`config.mk`:
```
export PLATFORM = sky130hd
export DESIGN_NAME = http_request_header_extractor_top
export DESIGN_NICKNAME = d
export VERILOG_FILES = /design/src/hw/rtl/hrx_pkg.sv /design/src/hw/rtl/hrx_parser.sv /design/src/hw/rtl/hrx_out_queue.sv /design/src/hw/rtl/http_request_header_extractor_top.sv
export SDC_FILE = /design/constraint.sdc
export NUM_CORES = 1
export LEC_CHECK = 0
export ABC_AREA = 1
export BUFFER_PORTS_ARGS = -buffer_cell sky130_fd_sc_hd__buf_2
export CAP_MARGIN = 20
export CORE_MARGIN = 1
export CORE_UTILIZATION = 60
export CTS_BUF_LIST = sky130_fd_sc_hd__clkbuf_8
export DETAILED_ROUTE_END_ITERATION = 12
export PLACE_DENSITY_LB_ADDON = 0.08
export SLEW_MARGIN = 20
export SYNTH_ARGS = -nofsm -noshare
export SYNTH_HDL_FRONTEND = slang
export SYNTH_SLANG_ARGS = --single-unit
```
`constraint.sdc`:
```
create_clock -name clk -period 14.94 [get_ports clk]
set_clock_uncertainty 0.15 [all_clocks]
set_input_delay 2.988 -clock clk [delete_from_list [all_inputs] [get_ports clk]]
set_output_delay 2.988 -clock clk [all_outputs]
set_load 0.01 [all_outputs]
```
`src/hw/rtl/hrx_pkg.sv`:
```
// Shared types, constants and helpers of the HTTP request header extractor.
// No dependencies; used by hrx_parser, hrx_out_queue and the top level.
package hrx_pkg;

	// keywords matched against the last four bytes
	localparam logic [31:0] KW_GET   = 32'h47455420;
	localparam logic [31:0] KW_POST  = 32'h504F5354;
	localparam logic [31:0] KW_CONT  = 32'h436F6E74;
	localparam logic [31:0] KW_HOST  = 32'h486F7374;
	localparam logic [31:0] KW_REFE  = 32'h52656665;
	localparam logic [31:0] KW_USER  = 32'h55736572;
	localparam logic [31:0] TY_MULT  = 32'h6D756C74;
	localparam logic [31:0] TY_APPL  = 32'h6170706C;
	localparam logic [31:0] TAIL_HTM = 32'h2E68746D;

	// characters
	localparam logic [7:0] CH_NUL   = 8'h00;
	localparam logic [7:0] CH_TAB   = 8'h09;
	localparam logic [7:0] CH_LF    = 8'h0A;
	localparam logic [7:0] CH_VT    = 8'h0B;
	localparam logic [7:0] CH_FF    = 8'h0C;
	localparam logic [7:0] CH_CR    = 8'h0D;
	localparam logic [7:0] CH_SP    = 8'h20;
	localparam logic [7:0] CH_PLUS  = 8'h2B;
	localparam logic [7:0] CH_MINUS = 8'h2D;
	localparam logic [7:0] CH_SLASH = 8'h2F;
	localparam logic [7:0] CH_ZERO  = 8'h30;
	localparam logic [7:0] CH_NINE  = 8'h39;
	localparam logic [7:0] CH_COLON = 8'h3A;
	localparam logic [7:0] CH_QUEST = 8'h3F;
	localparam logic [7:0] CH_LOW_H = 8'h68;
	localparam logic [7:0] CH_LOW_T = 8'h74;

	// result kinds
	localparam logic [2:0] KIND_PATH    = 3'd0;
	localparam logic [2:0] KIND_HOST    = 3'd1;
	localparam logic [2:0] KIND_REFERER = 3'd2;
	localparam logic [2:0] KIND_AGENT   = 3'd3;
	localparam logic [2:0] KIND_SUMMARY = 3'd4;

	// content type classes
	localparam logic [1:0] CT_NONE  = 2'd0;
	localparam logic [1:0] CT_MULTI = 2'd1;
	localparam logic [1:0] CT_APPL  = 2'd2;
	localparam logic [1:0] CT_OTHER = 2'd3;

	// content length sub-states held in the skip counter
	localparam logic [3:0] LSK_START  = 4'd0;
	localparam logic [3:0] LSK_DIGITS = 4'd1;
	localparam logic [3:0] LSK_NEG    = 4'd2;
	localparam logic [3:0] LSK_DONE   = 4'd3;

	// configuration register indexes
	localparam logic [1:0] REG_PATH_LIMIT  = 2'd0;
	localparam logic [1:0] REG_HOST_LIMIT  = 2'd1;
	localparam logic [1:0] REG_AGENT_LIMIT = 2'd2;

	localparam int MAX_FIELD_DEF = 256;

	typedef enum logic [15:0] {
		PH_SCAN      = 16'h0001,
		PH_SLASH     = 16'h0002,
		PH_PATH      = 16'h0004,
		PH_CONT      = 16'h0008,
		PH_TYPE_SP   = 16'h0010,
		PH_TYPE_VAL  = 16'h0020,
		PH_LEN_SP    = 16'h0040,
		PH_LEN_VAL   = 16'h0080,
		PH_HOST_SP   = 16'h0100,
		PH_HOST_VAL  = 16'h0200,
		PH_REF_SP    = 16'h0400,
		PH_REF_PROBE = 16'h0800,
		PH_REF_VAL   = 16'h1000,
		PH_UA_SP     = 16'h2000,
		PH_UA_VAL    = 16'h4000,
		PH_DEAD      = 16'h8000
	} phase_t;

	typedef struct packed {
		logic [2:0]  field_kind;
		logic [7:0]  position;
		logic [7:0]  char_value;
		logic [1:0]  content_type;
		logic [31:0] content_length;
		logic        is_html;
		logic        has_query;
		logic [7:0]  query_pos;
		logic [3:0]  seen_flags;
		logic        ok;
		logic        summary_last;
	} result_t;

	typedef struct packed {
		phase_t phase;
		logic   failed;
	} parse_status_t;

	// class of a Content-Type value from its first bytes
	function automatic logic [1:0] type_class_of(logic [31:0] prefix, logic [7:0] count);
		logic [31:0] p;
		begin
			case (count)
				8'd0: p = '0;
				8'd1: p = {prefix[7:0], 24'h0};
				8'd2: p = {prefix[15:0], 16'h0};
				8'd3: p = {prefix[23:0], 8'h0};
				default: p = prefix;
			endcase
			if (p == TY_MULT) type_class_of = CT_MULTI;
			else if (p == TY_APPL) type_class_of = CT_APPL;
			else type_class_of = CT_OTHER;
		end
	endfunction

	// html bit at the end of a GET path
	function automatic logic html_of(logic q_valid, logic [7:0] q_idx, logic [7:0] fidx,
			logic [31:0] tail);
		logic [7:0] vlen;
		begin
			vlen = q_valid ? q_idx : fidx;
			html_of = (vlen > 8'd4) && (tail == TAIL_HTM);
		end
	endfunction

	function automatic logic ends_plain(logic [7:0] b);
		ends_plain = (b == CH_CR) || (b == CH_NUL) || (b == CH_SP);
	endfunction

endpackage

```
`src/hw/rtl/hrx_parser.sv`:
```
// Per-byte header parser: keyword window, phase register and field counters.
// Depends on hrx_pkg; emits up to one field byte and one summary per beat.
module hrx_parser import hrx_pkg::*; #(
	parameter int MAX_FIELD = MAX_FIELD_DEF
) (
	input  logic          clk,
	input  logic          arst_n,
	input  logic          accept,
	input  logic [7:0]    byte_value,
	input  logic          last_byte,
	input  logic [7:0]    path_limit,
	input  logic [7:0]    host_limit,
	input  logic [7:0]    agent_limit,
	output logic          byte_valid,
	output result_t       byte_res,
	output logic          sum_valid,
	output result_t       sum_res,
	output parse_status_t status
);

	localparam int CAP_INT = (MAX_FIELD - 1 > 255) ? 255 : MAX_FIELD - 1;
	localparam logic [7:0] CAP = 8'(CAP_INT);

	typedef struct packed {
		phase_t      phase;
		logic [31:0] win;
		logic [7:0]  fidx;
		logic [3:0]  skip;
		logic [31:0] len;
		logic [31:0] tprefix;
		logic [1:0]  tclass;
		logic [4:0]  found;
		logic [31:0] tail;
		logic        q_valid;
		logic [7:0]  q_idx;
		logic        failed;
		logic        is_get;
		logic        html;
	} st_t;

	st_t st_q, nx, fin;
	logic [7:0]  path_cap, host_cap, agent_cap, val_cap;
	logic [31:0] w;
	logic        dig;
	logic [3:0]  d;
	logic [35:0] len_mac;

	assign path_cap  = (path_limit > CAP) ? CAP : path_limit;
	assign host_cap  = (host_limit > CAP) ? CAP : host_limit;
	assign agent_cap = (agent_limit > CAP) ? CAP : agent_limit;
	assign w   = {st_q.win[23:0], byte_value};
	assign dig = (byte_value >= CH_ZERO) && (byte_value <= CH_NINE);
	assign d   = dig ? 4'(byte_value - CH_ZERO) : 4'd0;
	// ten times the value plus the digit, overflow kept
	assign len_mac = {st_q.len, 3'b000} + {3'b000, st_q.len, 1'b0} + {32'h0, d};

	// next state and field byte for this beat
	always_comb begin
		nx = st_q;
		byte_valid = 1'b0;
		byte_res = '0;
		val_cap = agent_cap;

		// a non-space byte after a value's leading spaces starts the value itself
		case (st_q.phase)
			PH_TYPE_SP: if (byte_value != CH_SP) begin
				nx.phase = PH_TYPE_VAL;
				nx.fidx = '0;
				nx.tprefix = '0;
			end
			PH_LEN_SP: if (byte_value != CH_SP) begin
				nx.phase = PH_LEN_VAL;
				nx.skip = LSK_START;
			end
			PH_HOST_SP: if (st_q.skip == 4'd0 && byte_value != CH_SP) begin
				nx.phase = PH_HOST_VAL;
				nx.fidx = '0;
			end
			PH_UA_SP: if (st_q.skip == 4'd0 && byte_value != CH_SP) begin
				nx.phase = PH_UA_VAL;
				nx.fidx = '0;
			end
			default: ;
		endcase

		case (nx.phase)
			PH_SCAN: begin
				nx.win = w;
				if (w == KW_GET || w == KW_POST) begin
					nx.phase = PH_SLASH;
					nx.is_get = (w == KW_GET);
					nx.skip = (w == KW_GET) ? 4'd0 : 4'd1;
				end else if (w == KW_CONT) begin
					nx.phase = PH_CONT;
					nx.fidx = 8'd4;
				end else if (w == KW_HOST) begin
					nx.phase = PH_HOST_SP;
					nx.skip = 4'd1;
					nx.found[1] = 1'b1;
				end else if (w == KW_REFE) begin
					nx.phase = PH_REF_SP;
					nx.skip = 4'd4;
				end else if (w == KW_USER && !st_q.found[3]) begin
					nx.phase = PH_UA_SP;
					nx.skip = 4'd7;
					nx.found[3] = 1'b1;
				end
			end
			PH_SLASH: begin
				if (st_q.skip != 4'd0) begin
					nx.skip = st_q.skip - 4'd1;
				end else if (byte_value != CH_SLASH) begin
					nx.failed = 1'b1;
					nx.phase = PH_DEAD;
				end else begin
					nx.phase = PH_PATH;
					nx.fidx = '0;
					if (st_q.is_get) begin
						nx.found[0] = 1'b1;
						nx.q_valid = 1'b0;
						nx.tail = '0;
						nx.html = 1'b0;
					end
				end
			end
			PH_PATH: begin
				if (ends_plain(byte_value)) begin
					if (st_q.is_get)
						nx.html = html_of(st_q.q_valid, st_q.q_idx, st_q.fidx, st_q.tail);
					nx.phase = PH_SCAN;
					nx.win = '0;
				end else if (st_q.fidx < path_cap) begin
					byte_valid = 1'b1;
					byte_res.field_kind = KIND_PATH;
					byte_res.position = st_q.fidx;
					byte_res.char_value = byte_value;
					if (st_q.is_get && !st_q.q_valid) begin
						if (byte_value == CH_QUEST) begin
							nx.q_valid = 1'b1;
							nx.q_idx = st_q.fidx;
						end else begin
							nx.tail = {st_q.tail[23:0], byte_value};
						end
					end
					nx.fidx = st_q.fidx + 8'd1;
				end
			end
			PH_CONT: begin
				if (st_q.fidx < 8'd12) begin
					nx.fidx = st_q.fidx + 8'd1;
				end else if (st_q.fidx == 8'd12) begin
					if (byte_value == CH_COLON) begin
						nx.phase = PH_TYPE_SP;
						nx.skip = '0;
					end else if (byte_value == CH_LOW_T) begin
						nx.fidx = 8'd13;
					end else begin
						nx.phase = PH_SCAN;
						nx.win = '0;
					end
				end else if (st_q.fidx == 8'd13) begin
					if (byte_value == CH_LOW_H) begin
						nx.fidx = 8'd14;
					end else begin
						nx.phase = PH_SCAN;
						nx.win = {24'h0, byte_value};
					end
				end else begin
					if (byte_value == CH_COLON) begin
						nx.phase = PH_LEN_SP;
						nx.len = '0;
						nx.skip = '0;
					end else begin
						nx.phase = PH_SCAN;
						nx.win = {24'h0, byte_value};
					end
				end
			end
			PH_TYPE_VAL: begin
				if (ends_plain(byte_value)) begin
					if (!nx.found[4]) begin
						nx.tclass = type_class_of(nx.tprefix, nx.fidx);
						nx.found[4] = 1'b1;
					end
					nx.phase = PH_SCAN;
					nx.win = '0;
				end else if (nx.fidx < 8'd4) begin
					nx.tprefix = {nx.tprefix[23:0], byte_value};
					nx.fidx = nx.fidx + 8'd1;
				end
			end
			PH_LEN_VAL: begin
				if (ends_plain(byte_value)) begin
					nx.phase = PH_SCAN;
					nx.win = '0;
				end else begin
					case (nx.skip)
						LSK_START: begin
							if (byte_value == CH_TAB || byte_value == CH_LF
									|| byte_value == CH_VT || byte_value == CH_FF) begin
								nx.skip = LSK_START;
							end else if (byte_value == CH_PLUS) begin
								nx.skip = LSK_DIGITS;
							end else if (byte_value == CH_MINUS) begin
								nx.skip = LSK_NEG;
							end else if (dig) begin
								nx.len = {28'h0, d};
								nx.skip = LSK_DIGITS;
							end else begin
								nx.skip = LSK_DONE;
							end
						end
						LSK_DIGITS: begin
							if (!dig) nx.skip = LSK_DONE;
							else if (len_mac[35:32] != 4'd0) nx.len = '1;
							else nx.len = len_mac[31:0];
						end
						LSK_NEG: if (!dig) nx.skip = LSK_DONE;
						default: ;
					endcase
				end
			end
			PH_HOST_SP, PH_UA_SP: begin
				if (st_q.skip != 4'd0) nx.skip = st_q.skip - 4'd1;
			end
			PH_HOST_VAL, PH_UA_VAL: begin
				val_cap = (nx.phase == PH_HOST_VAL) ? host_cap : agent_cap;
				if (byte_value == CH_CR || byte_value == CH_NUL) begin
					nx.phase = PH_SCAN;
					nx.win = '0;
				end else if (nx.fidx < val_cap) begin
					byte_valid = 1'b1;
					byte_res.field_kind = (nx.phase == PH_HOST_VAL) ? KIND_HOST : KIND_AGENT;
					byte_res.position = nx.fidx;
					byte_res.char_value = byte_value;
					nx.fidx = nx.fidx + 8'd1;
				end
			end
			PH_REF_SP: begin
				if (st_q.skip != 4'd0) begin
					nx.skip = st_q.skip - 4'd1;
				end else if (byte_value != CH_SP) begin
					nx.phase = PH_REF_PROBE;
					nx.fidx = 8'd1;
				end
			end
			PH_REF_PROBE: begin
				if ((st_q.fidx == 8'd4 || st_q.fidx == 8'd5) && byte_value == CH_COLON) begin
					nx.phase = PH_REF_VAL;
					nx.skip = 4'd2;
					nx.fidx = '0;
					nx.found[2] = 1'b1;
				end else if (st_q.fidx >= 8'd5) begin
					nx.failed = 1'b1;
					nx.phase = PH_DEAD;
				end else begin
					nx.fidx = st_q.fidx + 8'd1;
				end
			end
			PH_REF_VAL: begin
				if (st_q.skip != 4'd0) begin
					nx.skip = st_q.skip - 4'd1;
				end else if (byte_value == CH_SLASH || byte_value == CH_CR
						|| byte_value == CH_NUL) begin
					nx.phase = PH_SCAN;
					nx.win = '0;
				end else if (st_q.fidx < host_cap) begin
					byte_valid = 1'b1;
					byte_res.field_kind = KIND_REFERER;
					byte_res.position = st_q.fidx;
					byte_res.char_value = byte_value;
					nx.fidx = st_q.fidx + 8'd1;
				end
			end
			default: ;
		endcase
	end

	// close any open field and build the summary
	always_comb begin
		fin = nx;
		if (nx.phase == PH_PATH && nx.is_get)
			fin.html = html_of(nx.q_valid, nx.q_idx, nx.fidx, nx.tail);
		if ((nx.phase == PH_TYPE_SP || nx.phase == PH_TYPE_VAL) && !nx.found[4]) begin
			fin.tclass = type_class_of(nx.tprefix,
				(nx.phase == PH_TYPE_SP) ? 8'd0 : nx.fidx);
			fin.found[4] = 1'b1;
		end
		sum_valid = last_byte;
		sum_res = '0;
		sum_res.field_kind = KIND_SUMMARY;
		sum_res.content_type = fin.tclass;
		sum_res.content_length = fin.len;
		sum_res.is_html = fin.html;
		sum_res.has_query = fin.q_valid;
		sum_res.query_pos = fin.q_valid ? fin.q_idx : 8'd0;
		sum_res.seen_flags = fin.found[3:0];
		sum_res.ok = !fin.failed;
		sum_res.summary_last = 1'b1;
	end

	// advance on each accepted beat; return to reset after the last byte
	always_ff @(posedge clk or negedge arst_n) begin
		if (!arst_n) begin
			st_q <= '0;
			st_q.phase <= PH_SCAN;
		end else if (accept) begin
			if (last_byte) begin
				st_q <= '0;
				st_q.phase <= PH_SCAN;
			end else begin
				st_q <= nx;
			end
		end
	end

	assign status.phase  = st_q.phase;
	assign status.failed = st_q.failed;

endmodule

```
`src/hw/rtl/hrx_out_queue.sv`:
```
// Four-entry result queue taking up to two results per cycle.
// Depends on hrx_pkg for result_t.
module hrx_out_queue import hrx_pkg::*; (
	input  logic    clk,
	input  logic    arst_n,
	input  logic    wr0,
	input  result_t din0,
	input  logic    wr1,
	input  result_t din1,
	output logic    room,
	output logic    out_valid,
	input  logic    out_ready,
	output result_t dout
);

	result_t     entry_q [4];
	logic [1:0]  wp_q, rp_q;
	logic [2:0]  count_q;
	logic        pop;
	logic [1:0]  wp1;

	assign pop       = out_valid && out_ready;
	assign out_valid = count_q != 3'd0;
	assign dout      = entry_q[rp_q];
	// keep two free slots so a beat never blocks on its summary
	assign room      = count_q <= 3'd2;
	assign wp1       = wp_q + 2'(wr0);

	// write payload
	always_ff @(posedge clk) begin
		if (wr0) entry_q[wp_q] <= din0;
		if (wr1) entry_q[wp1] <= din1;
	end

	// advance pointers
	always_ff @(posedge clk or negedge arst_n) begin
		if (!arst_n) begin
			wp_q <= '0;
			rp_q <= '0;
			count_q <= '0;
		end else begin
			wp_q <= wp_q + 2'(wr0) + 2'(wr1);
			rp_q <= rp_q + 2'(pop);
			count_q <= count_q + 3'(wr0) + 3'(wr1) - 3'(pop);
		end
	end

endmodule

```
`src/hw/rtl/http_request_header_extractor_top.sv`:
```
// Top level of the HTTP request header extractor: config registers,
// parser and result queue. Depends on hrx_pkg, hrx_parser, hrx_out_queue.
//
//  channel | signals                                  | direction
//  in      | in_valid/in_ready, byte_value, last_byte | byte stream in
//  out     | out_valid/out_ready, result fields       | results out
//  cfg     | cfg_write, cfg_index, cfg_data           | limit writes
//
// One byte is taken per cycle while the queue has room; its results appear in the queue the next cycle.
// The rate is set by the four-entry result queue: input stalls when more
// than two entries are waiting, so an output stall reaches the input once
// three results are queued.
// Reset sets all limits to 255 and the parser to keyword scanning.
module http_request_header_extractor_top import hrx_pkg::*; #(
	parameter int MAX_FIELD = MAX_FIELD_DEF
) (
	input  logic        clk,
	input  logic        arst_n,
	input  logic        in_valid,
	output logic        in_ready,
	input  logic [7:0]  byte_value,
	input  logic        last_byte,
	output logic        out_valid,
	input  logic        out_ready,
	output logic [2:0]  field_kind,
	output logic [7:0]  position,
	output logic [7:0]  char_value,
	output logic [1:0]  content_type,
	output logic [31:0] content_length,
	output logic        is_html,
	output logic        has_query,
	output logic [7:0]  query_pos,
	output logic [3:0]  seen_flags,
	output logic        ok,
	output logic        summary_last,
	input  logic        cfg_write,
	input  logic [1:0]  cfg_index,
	input  logic [7:0]  cfg_data
);

	logic [7:0]    path_limit_q, host_limit_q, agent_limit_q;
	logic          accept;
	logic          byte_valid, sum_valid;
	result_t       byte_res, sum_res, dout;
	parse_status_t status;

	assign accept = in_valid && in_ready;

	// hold limit registers
	always_ff @(posedge clk or negedge arst_n) begin
		if (!arst_n) begin
			path_limit_q <= 8'hFF;
			host_limit_q <= 8'hFF;
			agent_limit_q <= 8'hFF;
		end else if (cfg_write) begin
			case (cfg_index)
				REG_PATH_LIMIT:  path_limit_q <= cfg_data;
				REG_HOST_LIMIT:  host_limit_q <= cfg_data;
				REG_AGENT_LIMIT: agent_limit_q <= cfg_data;
				default: ;
			endcase
		end
	end

	hrx_parser #(.MAX_FIELD(MAX_FIELD)) u_parser (
		.clk, .arst_n, .accept, .byte_value, .last_byte,
		.path_limit(path_limit_q), .host_limit(host_limit_q), .agent_limit(agent_limit_q),
		.byte_valid, .byte_res, .sum_valid, .sum_res, .status
	);

	hrx_out_queue u_queue (
		.clk, .arst_n,
		.wr0(accept && byte_valid), .din0(byte_res),
		.wr1(accept && sum_valid), .din1(sum_res),
		.room(in_ready), .out_valid, .out_ready, .dout
	);

	assign field_kind     = dout.field_kind;
	assign position       = dout.position;
	assign char_value     = dout.char_value;
	assign content_type   = dout.content_type;
	assign content_length = dout.content_length;
	assign is_html        = dout.is_html;
	assign has_query      = dout.has_query;
	assign query_pos      = dout.query_pos;
	assign seen_flags     = dout.seen_flags;
	assign ok             = dout.ok;
	assign summary_last   = dout.summary_last;

`ifndef ASSERT_OFF
	a_sum_kind: assert property (@(posedge clk) disable iff (!arst_n)
		out_valid && summary_last |-> field_kind == KIND_SUMMARY)
		else $error("summary beat with wrong kind");
	a_last_rescan: assert property (@(posedge clk) disable iff (!arst_n)
		accept && last_byte |=> status.phase == PH_SCAN && !status.failed)
		else $error("parser not reset after last byte");
	a_stall_full: assert property (@(posedge clk) disable iff (!arst_n)
		!in_ready |-> out_valid)
		else $error("input stalled with empty queue");
`endif

endmodule
```
# Word-level counts from Yosys, hierarchy flattened
# Memory sizes are Yosys's and may differ from the RTL's.
# Index checks and enable logic that the tools add are counted.
[op_classes]
addsub = 12
magnitude_cmp = 14
n_eq_ne = 70
mux = 172
n_reduce_logical = 46
[ops]
columns = ["cell", "n"]
rows = [
  ["32-bit two-way mux", 17],
  ["48-bit two-way mux", 7],
  ["32-bit by 31-bit == test with 1-bit output (second input constant)", 10],
  ["16-bit two-way mux", 17],
  ["32-bit one-hot mux with 4 select lines", 2],
  ["8-bit two-way mux", 31],
  ["175-bit two-way mux", 1],
  ["32-bit one-hot mux with 5 select lines", 1],
  ["36-bit two-way mux", 4],
  ["16-bit one-hot mux with 8 select lines", 1],
  ["32-bit one-hot mux with 2 select lines", 2],
  ["41-bit two-way mux", 3],
  ["34-bit two-way mux", 3],
  ["19-bit two-way mux", 4],
  ["8-bit one-hot mux with 9 select lines", 1],
  ["33-bit one-hot mux with 2 select lines", 1],
  ["32-bit by 30-bit == test with 1-bit output (second input constant)", 2],
  ["16-bit one-hot mux with 4 select lines", 1],
  ["4-bit two-way mux", 15],
  ["60-bit two-way mux", 1],
  ["19-bit one-hot mux with 3 select lines", 1],
  ["8-bit by 4-bit == test with 1-bit output (second input constant)", 7],
  ["56-bit two-way mux", 1],
  ["8-bit by 6-bit == test with 1-bit output (second input constant)", 6],
  ["72 further kinds", 175],
]
[word_totals]
reg_bits = 198
ramBits = 276
input_bits = 24
output_inout_bits = 71
n_memories = 1
[mem_list]
columns = ["name", "words", "word_bits", "rd", "rd_ports_with_merged_regs", "write_ports", "line", "text"]
rows = [
  ["u_queue.entry_q", 4, 69, 1, 0, 2, "hrx_out_queue.sv:16", "result_t entry_q [4];"],
]

# Longest topological paths before layout
[depth]
depth_word = 22
ltp_mapped = 45

# Hierarchy
# From an unflattened synthesis, not the netlist that was laid out.
[unflattened]
hier_cells = 4702
hier_area_um2 = 34350.4
[by_module_without_submodules]
columns = ["mod", "n_inst", "cells_each", "area_per_inst_um2", "seq_area_each_um2"]
rows = [
  ["hrx_parser", 1, 2815, 17999.8, 4180.3],
  ["hrx_out_queue", 1, 1774, 15250.9, 8463.1],
  ["http_request_header_extractor_top", 1, 113, 1099.8, 630.6],
]

# Worst setup path after synthesis
# Ideal clock, no wire load.
[synth_path]
kind = "input port to flip-flop"
start = "input byte_value[5]"
end = "memory u_queue.entry_q[0][10] in the netlist's numbering (enable)"
setup_time_ns = 0.408
arrival_ns = 8.525
t_required_ns = 14.382
slack_ns = 5.858
path_stages = 31
path_buffers = 4
path_cell_list = "buf_2 -> nand2_1 -> nor2_2 -> nand2_2 -> nand2_2 -> o21ai_0 -> nand3_1 -> nor2_2 -> nand2_2 -> inv_1 -> clkbuf_1 -> o21ai_0 -> ha_1 -> a21oi_1 -> nor2_1 -> a211oi_2 -> nand2_1 -> inv_2 -> nand2_1 -> nand2_1 -> inv_2 -> nor2_2 -> ha_1 -> nand2_1 -> nand2_1 -> inv_1 -> nor3_1 -> inv_1 -> clkbuf_1 -> clkbuf_1 -> nand2_1"
[synth_rtl]
columns = ["item", "line", "text"]
rows = [
  ["from (decl)", "http_request_header_extractor_top.sv:21", "input logic [7:0] byte_value,"],
  ["to (decl)", "hrx_out_queue.sv:16", ""],
]

==> flow_summary.ini <==
[outcome]
run_status = complete, no violations

[setup_path]
crit_path_max_fanout = 51
arrival_ns = 10.25
r2r-end = u_queue.entry_q[2][17]
crit_top_cell = nand2_1
endpoint_kind = flop
reg2reg_from = u_parser.st_q[116]
reg2reg_setup_slack_ns = 6.69
slowest_stage = buf_4
crit_required_ns = 15.07
slowest_delay_ns = 0.63
critPathLaunchType = input pin
r2r_cells = 30
criticalPathCategory = input pin to flop

[sta]
report.final.hold_viol_count = 0
fin_setup_tns_ns = 0
rsz0062_at_grt = no
setup_viol = 0
max_slew_margin = 0.2350
slew_violations = 0
fin_crit_sh = 0.6774
worst_pin_slew_ns = 1.147
fin_ws_ns = 4.819
fmax_mhz = 98.80
fin_crit_ns = 10.12
whs_ns = 0.2951

[synth]
yosysSeqAreaShare = 0.4226
synth_top_area_frac = 0.2007
synth_edf_count = 196
synthCells = 3839
netlist_top_cells_count = nor2_1, nand2_1, inv_1
synth_area_leaders = edfxtp_1, dfrtp_1, nor2_1
yosys.area.top_type = edfxtp_1
yosysMostFrequentCell = nor2_1
synth_cell_types = 67
synth-seq-cells = 470
yosysWarnings = 0
syn-num-nets = 3966
ys.flop_type = edfxtp_1
async_reset_ff_frac = 0.4213
avgSynthCellArea_um2 = 7.640
syn_area_um2 = 29330

[clock_tree]
htreeDepth = 3
clkTransAtPathRegs_ns = 0.05
cts_sinks = 470
clock_latency_ns = 0.71
post_cts_resized = 0
cts.path.max_buffers = 3
cts_tree = built
cts_setup_buffers = 0
cts_buffers = 79
cts_hold_buf = 0
root_buffer = clkbuf_8

[floorplanning]
floorplan.initialDensity = 0.6117
core_area_um2 = 47950
rows = 80
die_area_um2 = 49770
io-pin-count = 95
die_y_um = 223.1
die_w_um = 223.1

[drt]
via_count = 29080
drt_iter0_drc = 3331
drt-total-wl_um = 98760
wire_per_inst_um = 21.68
drtPass1Iterations = 9
via_per_inst = 6.383
antenna_left = 0
drc = 0

[flow_run]
cap_violations = 0

[place]
portBuffers = 94
pre_cts_slack_ns = 4.404
place.gp.congestion = 1.070
place_area_um2 = 30170
dp_hpwl_um = 68000

[min_path]
hold_path.startpoint = u_queue.entry_q[1][64]
hold_depth = 2
min_to = u_queue.entry_q[1][64]
hp-class = flop to flop

[global_route]
grt_max_degree = 106
antenna_found_initial = 0
track_usage = 0.3909
gr-total-overflow = 0
first_global_vias = 27710
grt_pass1_wl_um = 152200

[cells_and_area]
final_nets = 4003
antenna_cells = 0
regArea_um2 = 12400
drive_gt1_frac = 0.09769
areaGrowthSynthToFinish_pct = 8.217
n_fill_cell = 4003
multi_input_area_um2 = 14340
postLayoutCellArea_um2 = 31740

[power_and_ir_drop]
irDropWorstVdd_mv = 0.2084
power_density_nw_per_um2 = 234.8
cellLeakagePower_nw = 13.92
power_mw = 7.452
==> where the power goes <==
part / switching [mW] / total (mW) / internal [mW] / leakage [nW]
Sequential: 0.258 / 1.91 / 1.65 / 5.16
Combinational: 3.14 / 4.40 / 1.25 / 7.82
Clock: 0.562 / 1.15 / 0.588 / 0.938
==> metal layers <==
layer | vias up | GRT usage | wire length [µm]
met2 | 1776 | 0.6134 | 44150
li1 | 13290 | - | -
met3 | 336 | 0.08429 | 10580
met1 | 13680 | 0.5016 | 38500
met4 | 0 | 0.2236 | 5523
met5 | - | 0 | 0
==> sequential cells by signal, summed over array words and instances (netlist names) <==
register / cells
u_parser.status: 17
u_queue.wp_q: 2
u_queue.rp_q: 2
host_limit_q: 8
u_parser.st_q: 150
u_queue.entry_q: 272
agent_limit_q: 8
path_limit_q: 8
u_queue.count_q: 3
==> how the worst max path moves through the flow <==
| stage | from | depth (start not counted) | to | slack [ns] |
|---|---|---|---|---|
| after floorplan | byte_value[5] | 31 | u_queue.entry_q[0][10] | 5.86 |
| after global placement | byte_value[2] | 31 | u_queue.entry_q[2][27] | 4.58 |
| after detailed placement | byte_value[2] | 31 | u_queue.entry_q[2][21] | 4.40 |
| after CTS | byte_value[2] | 31 | u_queue.entry_q[2][17] | 5.10 |
| after global routing | byte_value[2] | 31 | u_queue.entry_q[2][17] | 4.42 |
| final | byte_value[2] | 31 | u_queue.entry_q[2][17] | 4.82 |
==> cells by family after synthesis <==
| group | Yosys count | synth area share |
|---|---|---|
| XOR/XNOR | 42 | 0.01254 |
| adder cells (fa/ha/maj) | 103 | 0.04497 |
| flip-flops | 470 | 0.4226 |
| AND/OR/NAND/NOR | 1502 | 0.2243 |
| AO/OA/AOI/OAI | 1041 | 0.2064 |
| buffers and inverters | 681 | 0.08929 |
==> cells in the final DEF, fill, tap and decap left out, types with 25 or more instances in the layout <==
cell	instances
nand4_1	68
nor3_1	96
ha_1	99
edfxtp_1	196
nand2_2	29
buf_2	93
inv_1	511
a22oi_1	47
dfstp_2	25
nand2_1	509
nor2_1	548
o22ai_1	210
o21ai_0	395
dfrtp_1	172
o221ai_1	34
a21oi_1	236
buf_4	38
nand3_1	154
dfxtp_1	76
clkbuf_8	90
==> per-stage QoR <==
step | cells | util
2_1_floorplan | 3839 | -
3_3_place_gp | 4409 | 0.6292
3_5_place_dp | 4409 | 0.6292
4_1_cts | 4555 | 0.6616
5_1_grt | 4556 | 0.6620
6_report | 4556 | 0.6620
==> area by class of cell <==
| class | instances | share of cell area |
|---|---|---|
| sequential | 470 | 0.3906 |
| timing repair buffer | 133 | 0.02456 |
| clock inverter | 57 | 0.01037 |
| inverter | 504 | 0.05980 |
| multi-input combinational | 2688 | 0.4518 |
| clock buffer | 89 | 0.03859 |
| tap | 615 | 0.02425 |
==> worst max-delay path, delay by kind of cell <==
| kind | cells | cell delay, ns |
|---|---|---|
| simple gates | 16 | 2.96 |
| fa+ha+maj | 2 | 0.58 |
| buf+inv | 9 | 2.40 |
| compound gates | 4 | 1.21 |
(Power assumes the default switching activity.)
